--- src/sv/scps_pkg.sv ---
// Shared constants, codes and types of the sliced column predicate scan.
package scps_pkg;

    // Sizes of the datapath.
    localparam int LANES         = 64;
    localparam int MAX_CODE_BITS = 32;
    localparam int ACTIVE_W      = 7;
    localparam int CW_W          = 6;
    localparam int PLANE_CNT_W   = 6;
    localparam int LIT_W         = 32;
    localparam int LIT_IDX_W     = $clog2(LIT_W);
    localparam int CMP_W         = 3;
    localparam int COMB_W        = 2;
    localparam int CFG_IDX_W     = 3;
    localparam int CFG_DATA_W    = 32;

    // Depth of the work queue between front and back, and of the result queue.
    localparam int WQ_DEPTH = 2;
    localparam int WQ_PTR_W = (WQ_DEPTH > 1) ? $clog2(WQ_DEPTH) : 1;
    localparam int WQ_CNT_W = $clog2(WQ_DEPTH + 1);
    localparam int OQ_DEPTH = 2;
    localparam int OQ_PTR_W = (OQ_DEPTH > 1) ? $clog2(OQ_DEPTH) : 1;
    localparam int OQ_CNT_W = $clog2(OQ_DEPTH + 1);

    // Configuration register indexes.
    localparam logic [CFG_IDX_W-1:0] CFG_COMPARISON   = 3'd0;
    localparam logic [CFG_IDX_W-1:0] CFG_COMBINE_OP   = 3'd1;
    localparam logic [CFG_IDX_W-1:0] CFG_LITERAL      = 3'd2;
    localparam logic [CFG_IDX_W-1:0] CFG_USE_OTHER    = 3'd3;
    localparam logic [CFG_IDX_W-1:0] CFG_CODE_WIDTH   = 3'd4;

    localparam logic [CW_W-1:0] CODE_WIDTH_RESET = 6'd32;

    // Comparator codes.
    localparam logic [CMP_W-1:0] CMP_LESS          = 3'd0;
    localparam logic [CMP_W-1:0] CMP_GREATER       = 3'd1;
    localparam logic [CMP_W-1:0] CMP_LESS_EQUAL    = 3'd2;
    localparam logic [CMP_W-1:0] CMP_GREATER_EQUAL = 3'd3;
    localparam logic [CMP_W-1:0] CMP_EQUAL         = 3'd4;
    localparam logic [CMP_W-1:0] CMP_NOT_EQUAL     = 3'd5;

    // Combine codes.
    localparam logic [COMB_W-1:0] COMB_SET = 2'd0;
    localparam logic [COMB_W-1:0] COMB_AND = 2'd1;
    localparam logic [COMB_W-1:0] COMB_OR  = 2'd2;

    // One classified plane on its way from the front to the back.
    typedef struct packed {
        logic [LANES-1:0]    col;
        logic [LANES-1:0]    opnd;
        logic [LANES-1:0]    prior;
        logic [ACTIVE_W-1:0] lanes;
        logic                is_first;
        logic                is_last;
        logic [CMP_W-1:0]    cmp;
        logic [COMB_W-1:0]   comb;
    } t_work;

    // Status of the work queue.
    typedef struct packed {
        logic [WQ_CNT_W-1:0] count;
        logic                full;
        logic                head_valid;
    } t_wq_stat;

endpackage

--- src/sv/scps_front.sv ---
// Front part: configuration registers, plane counter and operand selection.
module scps_front (
    input  logic                               i_clk,
    input  logic                               i_rst_n,
    input  logic                               i_cfg_valid,
    output logic                               o_cfg_ready,
    input  logic [scps_pkg::CFG_IDX_W-1:0]     i_cfg_index,
    input  logic [scps_pkg::CFG_DATA_W-1:0]    i_cfg_data,
    input  logic                               i_accept,
    input  logic [scps_pkg::LANES-1:0]         i_column_plane,
    input  logic [scps_pkg::LANES-1:0]         i_other_plane,
    input  logic [scps_pkg::LANES-1:0]         i_prior_bits,
    input  logic [scps_pkg::ACTIVE_W-1:0]      i_active_lanes,
    output scps_pkg::t_work                    o_work
);
    import scps_pkg::*;

    logic [CMP_W-1:0]       r_comparison;
    logic [COMB_W-1:0]      r_combine_op;
    logic [LIT_W-1:0]       r_literal_value;
    logic                   r_use_other;
    logic [CW_W-1:0]        r_code_width;
    logic [PLANE_CNT_W-1:0] r_plane_cnt;
    logic [PLANE_CNT_W-1:0] n_plane_cnt;

    logic [CW_W-1:0]        planes;
    logic                   is_last;
    logic [CW_W-1:0]        bit_idx;
    logic                   lit_bit;

    // Configuration writes are always taken.
    assign o_cfg_ready = 1'b1;

    always_ff @(posedge i_clk) begin
        if (!i_rst_n) begin
            r_comparison    <= CMP_LESS;
            r_combine_op    <= COMB_SET;
            r_literal_value <= '0;
            r_use_other     <= 1'b0;
            r_code_width    <= CODE_WIDTH_RESET;
        end else if (i_cfg_valid) begin
            case (i_cfg_index)
                CFG_COMPARISON: begin
                    r_comparison <= i_cfg_data[CMP_W-1:0];
                end
                CFG_COMBINE_OP: begin
                    r_combine_op <= i_cfg_data[COMB_W-1:0];
                end
                CFG_LITERAL: begin
                    r_literal_value <= i_cfg_data[LIT_W-1:0];
                end
                CFG_USE_OTHER: begin
                    r_use_other <= i_cfg_data[0];
                end
                CFG_CODE_WIDTH: begin
                    r_code_width <= i_cfg_data[CW_W-1:0];
                end
                default: begin
                end
            endcase
        end
    end

    // Planes per code: zero acts as one, wide settings saturate.
    always_comb begin
        if (r_code_width == '0) begin
            planes = CW_W'(1);
        end else if (r_code_width > CW_W'(MAX_CODE_BITS)) begin
            planes = CW_W'(MAX_CODE_BITS);
        end else begin
            planes = r_code_width;
        end
    end

    // A counter at or past the final plane closes the code, even after a width change.
    assign is_last = (r_plane_cnt >= (planes - CW_W'(1)));
    assign bit_idx = is_last ? '0 : (planes - CW_W'(1) - r_plane_cnt);
    assign lit_bit = r_literal_value[bit_idx[LIT_IDX_W-1:0]];

    // Classified plane for the back part.
    always_comb begin
        o_work.col      = i_column_plane;
        o_work.opnd     = r_use_other ? i_other_plane : {LANES{lit_bit}};
        o_work.prior    = i_prior_bits;
        o_work.lanes    = i_active_lanes;
        o_work.is_first = (r_plane_cnt == '0);
        o_work.is_last  = is_last;
        o_work.cmp      = r_comparison;
        o_work.comb     = r_combine_op;
    end

    // Plane counter advances on each accepted request.
    assign n_plane_cnt = is_last ? '0 : (r_plane_cnt + PLANE_CNT_W'(1));

    always_ff @(posedge i_clk) begin
        if (!i_rst_n) begin
            r_plane_cnt <= '0;
        end else if (i_accept) begin
            r_plane_cnt <= n_plane_cnt;
        end
    end

endmodule

--- src/sv/scps_work_q.sv ---
// Short queue of classified planes between the front and the back.
module scps_work_q (
    input  logic               i_clk,
    input  logic               i_rst_n,
    input  logic               i_push,
    input  scps_pkg::t_work    i_work,
    input  logic               i_deq,
    output scps_pkg::t_work    o_head,
    output scps_pkg::t_wq_stat o_stat
);
    import scps_pkg::*;

    t_work               r_mem [WQ_DEPTH];
    logic [WQ_PTR_W-1:0] r_wr_ptr;
    logic [WQ_PTR_W-1:0] r_rd_ptr;
    logic [WQ_CNT_W-1:0] r_count;
    logic                do_push;
    logic                do_pop;

    assign do_push = i_push && (r_count != WQ_CNT_W'(WQ_DEPTH));
    assign do_pop  = i_deq && (r_count != '0);

    // Entry storage.
    always_ff @(posedge i_clk) begin
        if (do_push) begin
            r_mem[r_wr_ptr] <= i_work;
        end
    end

    // Pointers and fill count.
    always_ff @(posedge i_clk) begin
        if (!i_rst_n) begin
            r_wr_ptr <= '0;
            r_rd_ptr <= '0;
            r_count  <= '0;
        end else begin
            if (do_push) begin
                r_wr_ptr <= (r_wr_ptr == WQ_PTR_W'(WQ_DEPTH - 1)) ? '0
                                                                  : r_wr_ptr + WQ_PTR_W'(1);
            end
            if (do_pop) begin
                r_rd_ptr <= (r_rd_ptr == WQ_PTR_W'(WQ_DEPTH - 1)) ? '0
                                                                  : r_rd_ptr + WQ_PTR_W'(1);
            end
            if (do_push && !do_pop) begin
                r_count <= r_count + WQ_CNT_W'(1);
            end else if (do_pop && !do_push) begin
                r_count <= r_count - WQ_CNT_W'(1);
            end
        end
    end

    assign o_head            = r_mem[r_rd_ptr];
    assign o_stat.count      = r_count;
    assign o_stat.full       = (r_count == WQ_CNT_W'(WQ_DEPTH));
    assign o_stat.head_valid = (r_count != '0);

endmodule

--- src/sv/scps_back.sv ---
// Back part: per-lane mask refinement, comparator, combine, lane clear and result queue.
module scps_back (
    input  logic                         i_clk,
    input  logic                         i_rst_n,
    input  scps_pkg::t_work              i_head,
    input  logic                         i_head_valid,
    output logic                         o_deq,
    input  logic                         i_pop,
    output logic                         o_empty,
    output logic [scps_pkg::LANES-1:0]   o_result_bits
);
    import scps_pkg::*;

    logic [LANES-1:0]    r_less;
    logic [LANES-1:0]    r_greater;
    logic [LANES-1:0]    r_equal;
    logic [LANES-1:0]    r_held;
    logic [LANES-1:0]    n_less;
    logic [LANES-1:0]    n_greater;
    logic [LANES-1:0]    n_equal;
    logic [LANES-1:0]    n_held;
    logic [LANES-1:0]    base_less;
    logic [LANES-1:0]    base_greater;
    logic [LANES-1:0]    base_equal;
    logic [LANES-1:0]    pred;
    logic [LANES-1:0]    combined;
    logic [LANES-1:0]    lane_mask;
    logic [ACTIVE_W-1:0] lanes_c;
    logic [LANES-1:0]    result;

    logic [LANES-1:0]    r_oq [OQ_DEPTH];
    logic [OQ_PTR_W-1:0] r_oq_wr;
    logic [OQ_PTR_W-1:0] r_oq_rd;
    logic [OQ_CNT_W-1:0] r_oq_cnt;
    logic                pop_fire;
    logic                oq_push;

    // A new code starts from cleared less and greater masks and a full equal mask, and takes its prior word.
    assign base_less    = i_head.is_first ? '0 : r_less;
    assign base_greater = i_head.is_first ? '0 : r_greater;
    assign base_equal   = i_head.is_first ? '1 : r_equal;
    assign n_held       = i_head.is_first ? i_head.prior : r_held;

    // Refine the masks with the current plane, most significant first.
    assign n_less    = base_less | (base_equal & ~i_head.col & i_head.opnd);
    assign n_greater = base_greater | (base_equal & i_head.col & ~i_head.opnd);
    assign n_equal   = base_equal & ~(i_head.col ^ i_head.opnd);

    // Comparator on the final masks.
    always_comb begin
        case (i_head.cmp)
            CMP_LESS:          pred = n_less;
            CMP_GREATER:       pred = n_greater;
            CMP_LESS_EQUAL:    pred = n_less | n_equal;
            CMP_GREATER_EQUAL: pred = n_greater | n_equal;
            CMP_EQUAL:         pred = n_equal;
            CMP_NOT_EQUAL:     pred = ~n_equal;
            default:           pred = '0;
        endcase
    end

    // Combine with the prior bit vector word; unused code acts as set.
    always_comb begin
        case (i_head.comb)
            COMB_AND: combined = pred & n_held;
            COMB_OR:  combined = pred | n_held;
            default:  combined = pred;
        endcase
    end

    // Clear lanes at and above the active count.
    assign lanes_c = (i_head.lanes > ACTIVE_W'(LANES)) ? ACTIVE_W'(LANES) : i_head.lanes;

    always_comb begin
        for (int i = 0; i < LANES; i++) begin
            lane_mask[i] = (ACTIVE_W'(i) < lanes_c);
        end
    end

    assign result = combined & lane_mask;

    // Take the head unless it closes a code and the result queue has no room.
    assign pop_fire = i_pop && (r_oq_cnt != '0);
    assign o_deq    = i_head_valid
                      && (!i_head.is_last || (r_oq_cnt != OQ_CNT_W'(OQ_DEPTH)) || pop_fire);
    assign oq_push  = o_deq && i_head.is_last;

    // Mask state.
    always_ff @(posedge i_clk) begin
        if (o_deq) begin
            r_less    <= n_less;
            r_greater <= n_greater;
            r_equal   <= n_equal;
            r_held    <= n_held;
        end
    end

    // Result queue storage.
    always_ff @(posedge i_clk) begin
        if (oq_push) begin
            r_oq[r_oq_wr] <= result;
        end
    end

    // Result queue pointers and fill count.
    always_ff @(posedge i_clk) begin
        if (!i_rst_n) begin
            r_oq_wr  <= '0;
            r_oq_rd  <= '0;
            r_oq_cnt <= '0;
        end else begin
            if (oq_push) begin
                r_oq_wr <= (r_oq_wr == OQ_PTR_W'(OQ_DEPTH - 1)) ? '0
                                                                : r_oq_wr + OQ_PTR_W'(1);
            end
            if (pop_fire) begin
                r_oq_rd <= (r_oq_rd == OQ_PTR_W'(OQ_DEPTH - 1)) ? '0
                                                                : r_oq_rd + OQ_PTR_W'(1);
            end
            if (oq_push && !pop_fire) begin
                r_oq_cnt <= r_oq_cnt + OQ_CNT_W'(1);
            end else if (pop_fire && !oq_push) begin
                r_oq_cnt <= r_oq_cnt - OQ_CNT_W'(1);
            end
        end
    end

    assign o_empty       = (r_oq_cnt == '0);
    assign o_result_bits = r_oq[r_oq_rd];

endmodule

--- src/sv/sliced_column_predicate_scan.sv ---
// Top level of the bit-sliced column predicate scan.
// One request carries one bit plane of 64 tuple codes, most significant plane
// first; a group of code_width planes yields one result word, pushed on its
// final plane. A request is taken every cycle while full is low; the front
// stage selects the literal bit or other column and tags the first and last
// plane, a two-entry work queue decouples it from the back stage, and the back
// stage refines the per-lane masks at one plane per cycle unless a final plane
// meets a full result queue that is not popped; a two-entry result queue keeps
// planes flowing while a result waits to be popped. Configuration writes are
// always ready and should be made only while no scan is in flight; comparator
// and combine setting are captured per plane.
module sliced_column_predicate_scan (
    input  logic                            i_clk,
    input  logic                            i_rst_n,
    input  logic                            push,
    output logic                            full,
    input  logic [scps_pkg::LANES-1:0]      i_column_plane,
    input  logic [scps_pkg::LANES-1:0]      i_other_plane,
    input  logic [scps_pkg::LANES-1:0]      i_prior_bits,
    input  logic [scps_pkg::ACTIVE_W-1:0]   i_active_lanes,
    output logic                            empty,
    input  logic                            pop,
    output logic [scps_pkg::LANES-1:0]      o_result_bits,
    input  logic                            i_cfg_valid,
    output logic                            o_cfg_ready,
    input  logic [scps_pkg::CFG_IDX_W-1:0]  i_cfg_index,
    input  logic [scps_pkg::CFG_DATA_W-1:0] i_cfg_data
);
    import scps_pkg::*;

    t_work    w_work;
    t_work    w_head;
    t_wq_stat w_wq_stat;
    logic     w_accept;
    logic     w_deq;

    assign full     = w_wq_stat.full;
    assign w_accept = push && !w_wq_stat.full;

    // Front stage.
    scps_front u_front (
        .i_clk          (i_clk),
        .i_rst_n        (i_rst_n),
        .i_cfg_valid    (i_cfg_valid),
        .o_cfg_ready    (o_cfg_ready),
        .i_cfg_index    (i_cfg_index),
        .i_cfg_data     (i_cfg_data),
        .i_accept       (w_accept),
        .i_column_plane (i_column_plane),
        .i_other_plane  (i_other_plane),
        .i_prior_bits   (i_prior_bits),
        .i_active_lanes (i_active_lanes),
        .o_work         (w_work)
    );

    // Work queue.
    scps_work_q u_work_q (
        .i_clk   (i_clk),
        .i_rst_n (i_rst_n),
        .i_push  (w_accept),
        .i_work  (w_work),
        .i_deq   (w_deq),
        .o_head  (w_head),
        .o_stat  (w_wq_stat)
    );

    // Back stage.
    scps_back u_back (
        .i_clk         (i_clk),
        .i_rst_n       (i_rst_n),
        .i_head        (w_head),
        .i_head_valid  (w_wq_stat.head_valid),
        .o_deq         (w_deq),
        .i_pop         (pop),
        .o_empty       (empty),
        .o_result_bits (o_result_bits)
    );

    // The work queue never holds more entries than it has.
    a_wq_bound: assert property (@(posedge i_clk) disable iff (!i_rst_n)
        w_wq_stat.count <= WQ_CNT_W'(WQ_DEPTH))
        else $error("work queue count out of range");

    // An accepted request is in the work queue on the next cycle.
    a_wq_holds: assert property (@(posedge i_clk) disable iff (!i_rst_n)
        w_accept |=> (w_wq_stat.count != '0))
        else $error("accepted request missing from work queue");

    // No result can appear without a queued plane to produce it.
    a_no_phantom: assert property (@(posedge i_clk) disable iff (!i_rst_n)
        ((w_wq_stat.count == '0) && empty) |=> empty)
        else $error("result appeared with no work queued");

endmodule

--- config.mk ---
export PLATFORM = sky130hd
export DESIGN_NAME = sliced_column_predicate_scan
export DESIGN_NICKNAME = d
export VERILOG_FILES = /design/src/sv/scps_pkg.sv /design/src/sv/scps_front.sv /design/src/sv/scps_work_q.sv /design/src/sv/scps_back.sv /design/src/sv/sliced_column_predicate_scan.sv
export SDC_FILE = /design/constraint.sdc
export NUM_CORES = 1
export LEC_CHECK = 0
export BUFFER_PORTS_ARGS = -buffer_cell sky130_fd_sc_hd__buf_2
export CELL_PAD_IN_SITES_DETAIL_PLACEMENT = 0
export CELL_PAD_IN_SITES_GLOBAL_PLACEMENT = 1
export CORE_MARGIN = 2
export CORE_UTILIZATION = 35
export CTS_BUF_LIST = sky130_fd_sc_hd__clkbuf_8 sky130_fd_sc_hd__clkbuf_16
export CTS_CLUSTER_DIAMETER = 150
export DETAILED_ROUTE_END_ITERATION = 8
export GPL_TIMING_DRIVEN = 1
export PLACE_DENSITY_LB_ADDON = 0.12
export SETUP_SLACK_MARGIN = 0.3
export SYNTH_ARGS = -nofsm -noshare
export SYNTH_HDL_FRONTEND = slang
export SYNTH_SLANG_ARGS = --single-unit
--- constraint.sdc ---
create_clock -name i_clk -period 17 [get_ports i_clk]
set_input_delay 0.85 -clock i_clk [delete_from_list [all_inputs] [get_ports i_clk]]
set_output_delay 0.85 -clock i_clk [all_outputs]
set_load 0.01 [all_outputs]
* Word-level counts from Yosys, hierarchy flattened *
Memories as Yosys holds them, arrays and structs flattened. A register that Yosys moved wholly into a read port is not among the register bits.
Cells that the tools add are included.
W data, S select, Z words.

storage, ports and cells
  register bits after elaboration = 314
  bits in latches = 0
  bits in writable memories = 540
  bits in read-only memories = 0
  input bits = 239
  output and inout bits = 67
  memories = 2

memory list
  name            words  width  read ports  clocked after Yosys merged registers in  write ports  RTL line           source
  u_work_q.r_mem  2      206    1           1                                        1            scps_work_q.sv:13  t_work r_mem [WQ_DEPTH];
  u_back.r_oq     2      64     1           1                                        1            scps_back.sv:31    logic [LANES-1:0] r_oq [OQ_DEPTH];

operators by class
  $add $sub $neg = 11
  $mul = 0
  divide/modulo/power cells = 0
  order comparisons = 68
  eq/ne operators = 14
  shift-type cells = 0
  mux-type cells = 30
  bitwise logic cells = 17
  reduce and logical (&&, ||, !) cells = 32

operators with widths
  cell                  count
  $and A64 B64 Y64      7
  $pmux W64 S6          1
  $mux W64              5
  $or A64 B64 Y64       5
  $not A64 Y64          4
  $lt A6 B7 Y1 const A  32
  $pmux W64 S2          1
  $lt A5 B7 Y1 const A  16
  $xor A64 B64 Y64      1
  $lt A4 B7 Y1 const A  8
  $lt A3 B7 Y1 const A  4
  $mux W6               3
  $lt A1 B7 Y1 const A  2
  $lt A2 B7 Y1 const A  2
  $mux W1               13
  $eq A3 B2 Y1 const B  4
  $logic_not A6 Y1      2
  $logic_and A1 B1 Y1   10
  $reduce_and A2 Y1     5
  $eq A3 B3 Y1 const B  3
  $mux W2               4
  $reduce_bool A2 Y1    4
  $gt A7 B7 Y1 const B  1
  $mux W7               1
  other kinds (19)      34

* Longest topological paths before layout *
  word-level depth = 9
  depth in mapped cells = 18

* Modules after synthesis *
Synthesis repeated with hierarchy kept, for this count alone.

second synthesis, totals
  cells, all modules = 3,133
  area total of the unflattened synthesis = 41,268.3 um2

by module, submodules not included
  module                        instances  cells an instance  area an instance (um2)
  scps_back                     1          1,858              20,930.1
  scps_work_q                   1          666                15,675.0
  scps_front                    1          608                4,649.5
  sliced_column_predicate_scan  1          1                  13.8

* Least setup slack after synthesis *
Ideal clock, no wire load.

  kind = input to register
  from = input push
  to = register u_work_q.r_wr_ptr
  library setup time = 0.098 ns
  arrival time = 10.196 ns
  required time = 16.902 ns
  slack = 6.706 ns
  stages = 3
  path buffers = 0
  path through = nand2_1 nor2_1 o21a_1

between the ends
  cells in the longest elaborated chain, start to end = 2

ends and longest elaborated chain
  item                  RTL line                            source
  start, declared       sliced_column_predicate_scan.sv:15  input logic push,
  $logic_and A1 B1 Y1   sliced_column_predicate_scan.sv:38  assign w_accept = push && !w_wq_stat.full;
  $logic_and A1 B1 Y1   scps_work_q.sv:20                   assign do_push = i_push && (r_count != WQ_CNT_W'(WQ_DEPTH));
  end signal, assigned  scps_work_q.sv:38                   r_wr_ptr <= (r_wr_ptr == WQ_PTR_W'(WQ_DEPTH - 1)) ? '0
  end, declared         scps_work_q.sv:14                   logic [WQ_PTR_W-1:0] r_wr_ptr;

No other way between the ends.
A chain may end at the register's enable or synchronous reset.

==> flow_metrics.tcl <==
set metrics [dict create \
    cp_max_fo 60 \
    ys_seq_elements 856 \
    yosysTopAreaCell "edfxtp_1" \
    die_area_mm2 0.114 \
    path_common_cell "buf_4" \
    yosys_warnings 0 \
    cts_num_sinks 856 \
    status "complete, no violations" \
    grt_usage_pct 21.7 \
    finalHoldViolations 0 \
    power_density_mw_per_mm2 190 \
    antenna_found_initial 10 \
    synth_area_leaders "edfxtp_1 (61%), mux2i_1 (4.7%), nand2_1 (3.5%), dfxtp_1 (3.1%), o21ai_0 (2.7%)" \
    min_period_ns 5.96 \
    core_mm2 0.110 \
    cts_setup_buffers 0 \
    cts_tree "done" \
    cp_slowest_cell "buf_4" \
    leakagePower_nw 15.6 \
    ctsHoldBuffers 0 \
    critPathMaxStageDelay_ns 0.77 \
    start_util_pct 35.2 \
    cts_root_buf "clkbuf_16" \
    relSlewSlack_pct 17.8 \
    rows 122 \
    hold_end "u_work_q.r_mem[1][177]$_DFFE_PP_" \
    grt_pass1_wl_mm 180 \
    cts_buffers 94 \
    holdPathStages 1 \
    cts_resized 0 \
    dpl_cell_area_mm2 0.0419 \
    synthArstFlopShare_pct 0 \
    drc 0 \
    cp-start-kind "register" \
    synth-main-ff-cell "edfxtp_1" \
    yosysMostFrequentCell "edfxtp_1" \
    area_growth_pct 15.1 \
    synthTopCellsByCount "edfxtp_1 (796), nand2_1 (362), o21ai_0 (211), mux2i_1 (181), nor2_1 (157)" \
    clk_path_buf_depth 3 \
    grt_overflow_total 0 \
    synth.cell_area_mm2 0.0389 \
    grt_max_degree 140 \
    clock_skew_ns 0.0289 \
    cp_cell_sequence "buf_4 > buf_4 > buf_4 > buf_4 > nor2b_1 > a22oi_1 > or2_2 > and2_0 > a2111oi_0" \
    finalWirelength_mm 126 \
    crit_required_ns 17.38 \
    postRouteAntennaNets 0 \
    reg2reg_depth 9 \
    cap_violations 0 \
    htreeDepth 3 \
    worst_pin_slew_ns 1.23 \
    reg2reg_to "u_back.r_oq[0][18]$_DFFE_PP_" \
    maxSlewViolCount 0 \
    drtPass1Iterations 5 \
    rsz0062_at_grt "no" \
    avgSynthCellArea_um2 12.9 \
    wire_per_inst_um 25.9 \
    crit_type "register to register" \
    portBuffers 304 \
    grt_pass1_vias 25900 \
    synth_top_area_share_pct 61.5 \
    drive_above_1_share_pct 18.0 \
    setup_tns_ns 0 \
    gp_congestion 0.872 \
    setup_viol 0 \
    drtIter0Drc 2310 \
    fmax_ghz 0.168 \
    nets 3552 \
    final_area_mm2 0.0447 \
    yosysUniqueCellTypes 71 \
    crit_buf_inv 4 \
    r2r_setup_slack_ns 11.04 \
    path_clk_slew_ns 0.06 \
    synthCells 3025 \
    num_vias 26100 \
    end_kind "register" \
    detailed_place_hpwl_mm 85.6 \
    clock_latency_ns 0.67 \
    avgViaCountPerCell 5.37 \
    ir_drop_v 0.000135 \
    synth-seq-area-share_pct 64.6 \
    die_x_um 337 \
    cp_top_family "buffers and inverters" \
    hp-start "i_column_plane[35]" \
    arrival_ns 6.34 \
    ios 306 \
    finalCritPeriodShare_pct 35.0 \
    synth_edf_count 796 \
    hold_class "input pin to register" \
    dieHeight_um 337 \
]
[worst max path at each step]
| stage | from | to | slack [ns] | cells after the start |
|---|---|---|---|---|
| floorplan | push | u_work_q.r_wr_ptr$_SDFFE_PN0P_ | 6.71 | 3 |
| CTS | register | u_back.r_oq[0][18]$_DFFE_PP_ | 10.98 | 9 |
| detailed placement | register | u_back.r_oq[1][18]$_DFFE_PP_ | 11.01 | 9 |
| global placement | register | u_back.r_oq[0][18]$_DFFE_PP_ | 11.26 | 9 |
| finish | register | u_back.r_oq[0][18]$_DFFE_PP_ | 11.04 | 9 |
| global route | register | u_back.r_oq[0][18]$_DFFE_PP_ | 10.70 | 9 |
[power by group]
part	leakage [nW]	switching [W]	internal, W	total [W]
Clock	1.48	0.000829	0.00110	0.00193
Sequential	8.06	0.000193	0.00320	0.00340
Combinational	6.05	0.00223	0.000963	0.00319
[through the flow]
stage	setup slack [ns]	hold slack, ns	instances	util [%]	total power, W
CTS	10.98	0.319	4853	40.5	0.00858
detailed placement	11.01	0.457	4687	37.9	0.00663
global route	10.70	0.344	4853	40.5	0.00896
floorplan	6.71	0.419	3026	-	0.00550
global placement	11.26	0.446	4687	37.9	0.00657
finish	11.04	0.366	4856	40.5	0.00851
[sequential cells by signal, summed over array words and instances, names as in the netlist, named ones only]
register	flops
u_front.r_use_other	1
u_front.r_comparison	3
u_work_q.r_mem	412
u_back.r_oq	128
u_back.r_equal	64
u_work_q.r_wr_ptr	1
u_work_q.r_rd_ptr	1
u_back.r_oq_cnt	2
u_front.r_code_width	6
u_back.r_oq_rd	1
u_front.r_plane_cnt	6
u_back.r_less	64
u_work_q.r_count	2
u_front.r_literal_value	32
u_back.r_greater	64
u_front.r_combine_op	2
u_back.r_oq_wr	1
u_back.r_held	64
[metal layers]
metal | up-vias | routed length [um] | GRT usage (%)
li1 | 12000 | - | -
met1 | 13100 | 59300 | 31.9
met2 | 881 | 55500 | 33.0
met3 | 144 | 8410 | 4.26
met4 | 0 | 2400 | 5.29
met5 | - | 0 | 0
[logic make-up after synthesis]
kind of cell | count (synthesis) | synth area share (%)
AOI/OAI and AO/OA | 749 | 12.7
adders and majority gates | 18 | 0.598
and+or+nand+nor | 817 | 10.1
other | 1 | 0.00964
xor gates and xnor gates | 76 | 1.71
muxes | 266 | 7.30
DFF | 856 | 64.6
buffers and inverters | 242 | 2.94
[final cells by class]
class	count	area (um2)
Inverter	65	251
Multi-Input combinational cell	1928	12800
Antenna cell	3	7.51
Tap cell	1488	1860
Sequential cell	856	25100
Timing Repair Buffer	350	1880
Fill cell	10400	65600
Clock inverter	69	430
Clock buffer	97	2430
[cells in the final DEF, fill, tap and decap left out, types with 10 or more instances in the layout]
master     Yosys  final
a2111oi_0     21     21
buf_4         20     45
a22o_1        42     42
a31oi_1       58     58
nand2_1      362    360
clkinv_1       1     27
nand2b_1      78     78
nor3b_1       65     65
a211oi_1      24     24
edfxtp_1     796    796
nor3_1        29     26
a21boi_0      41     40
clkinv_2       0     10
nor4_1        15     15
a311oi_1      11     11
a21o_1        14     14
a32o_1        11     11
buf_2         53    304
a22oi_1       11     11
o21ai_2       23     22
and3b_1       32     32
o21ai_0      211    211
a21oi_1      133    132
mux2i_1      181    179
xor2_1        15     15
and2_1        14     13
a211o_1       10     10
dfxtp_1       60     57
nor2b_1       40     40
a221oi_1      35     35
xnor2_1       61     61
mux2_2        78     76
ha_1          17     16
nor2_1       157    153
clkbuf_16      0     97
inv_1         64     85
o2bb2ai_1     36     36
o21ai_1       23     23
Power figures use the tool's default switching activity.
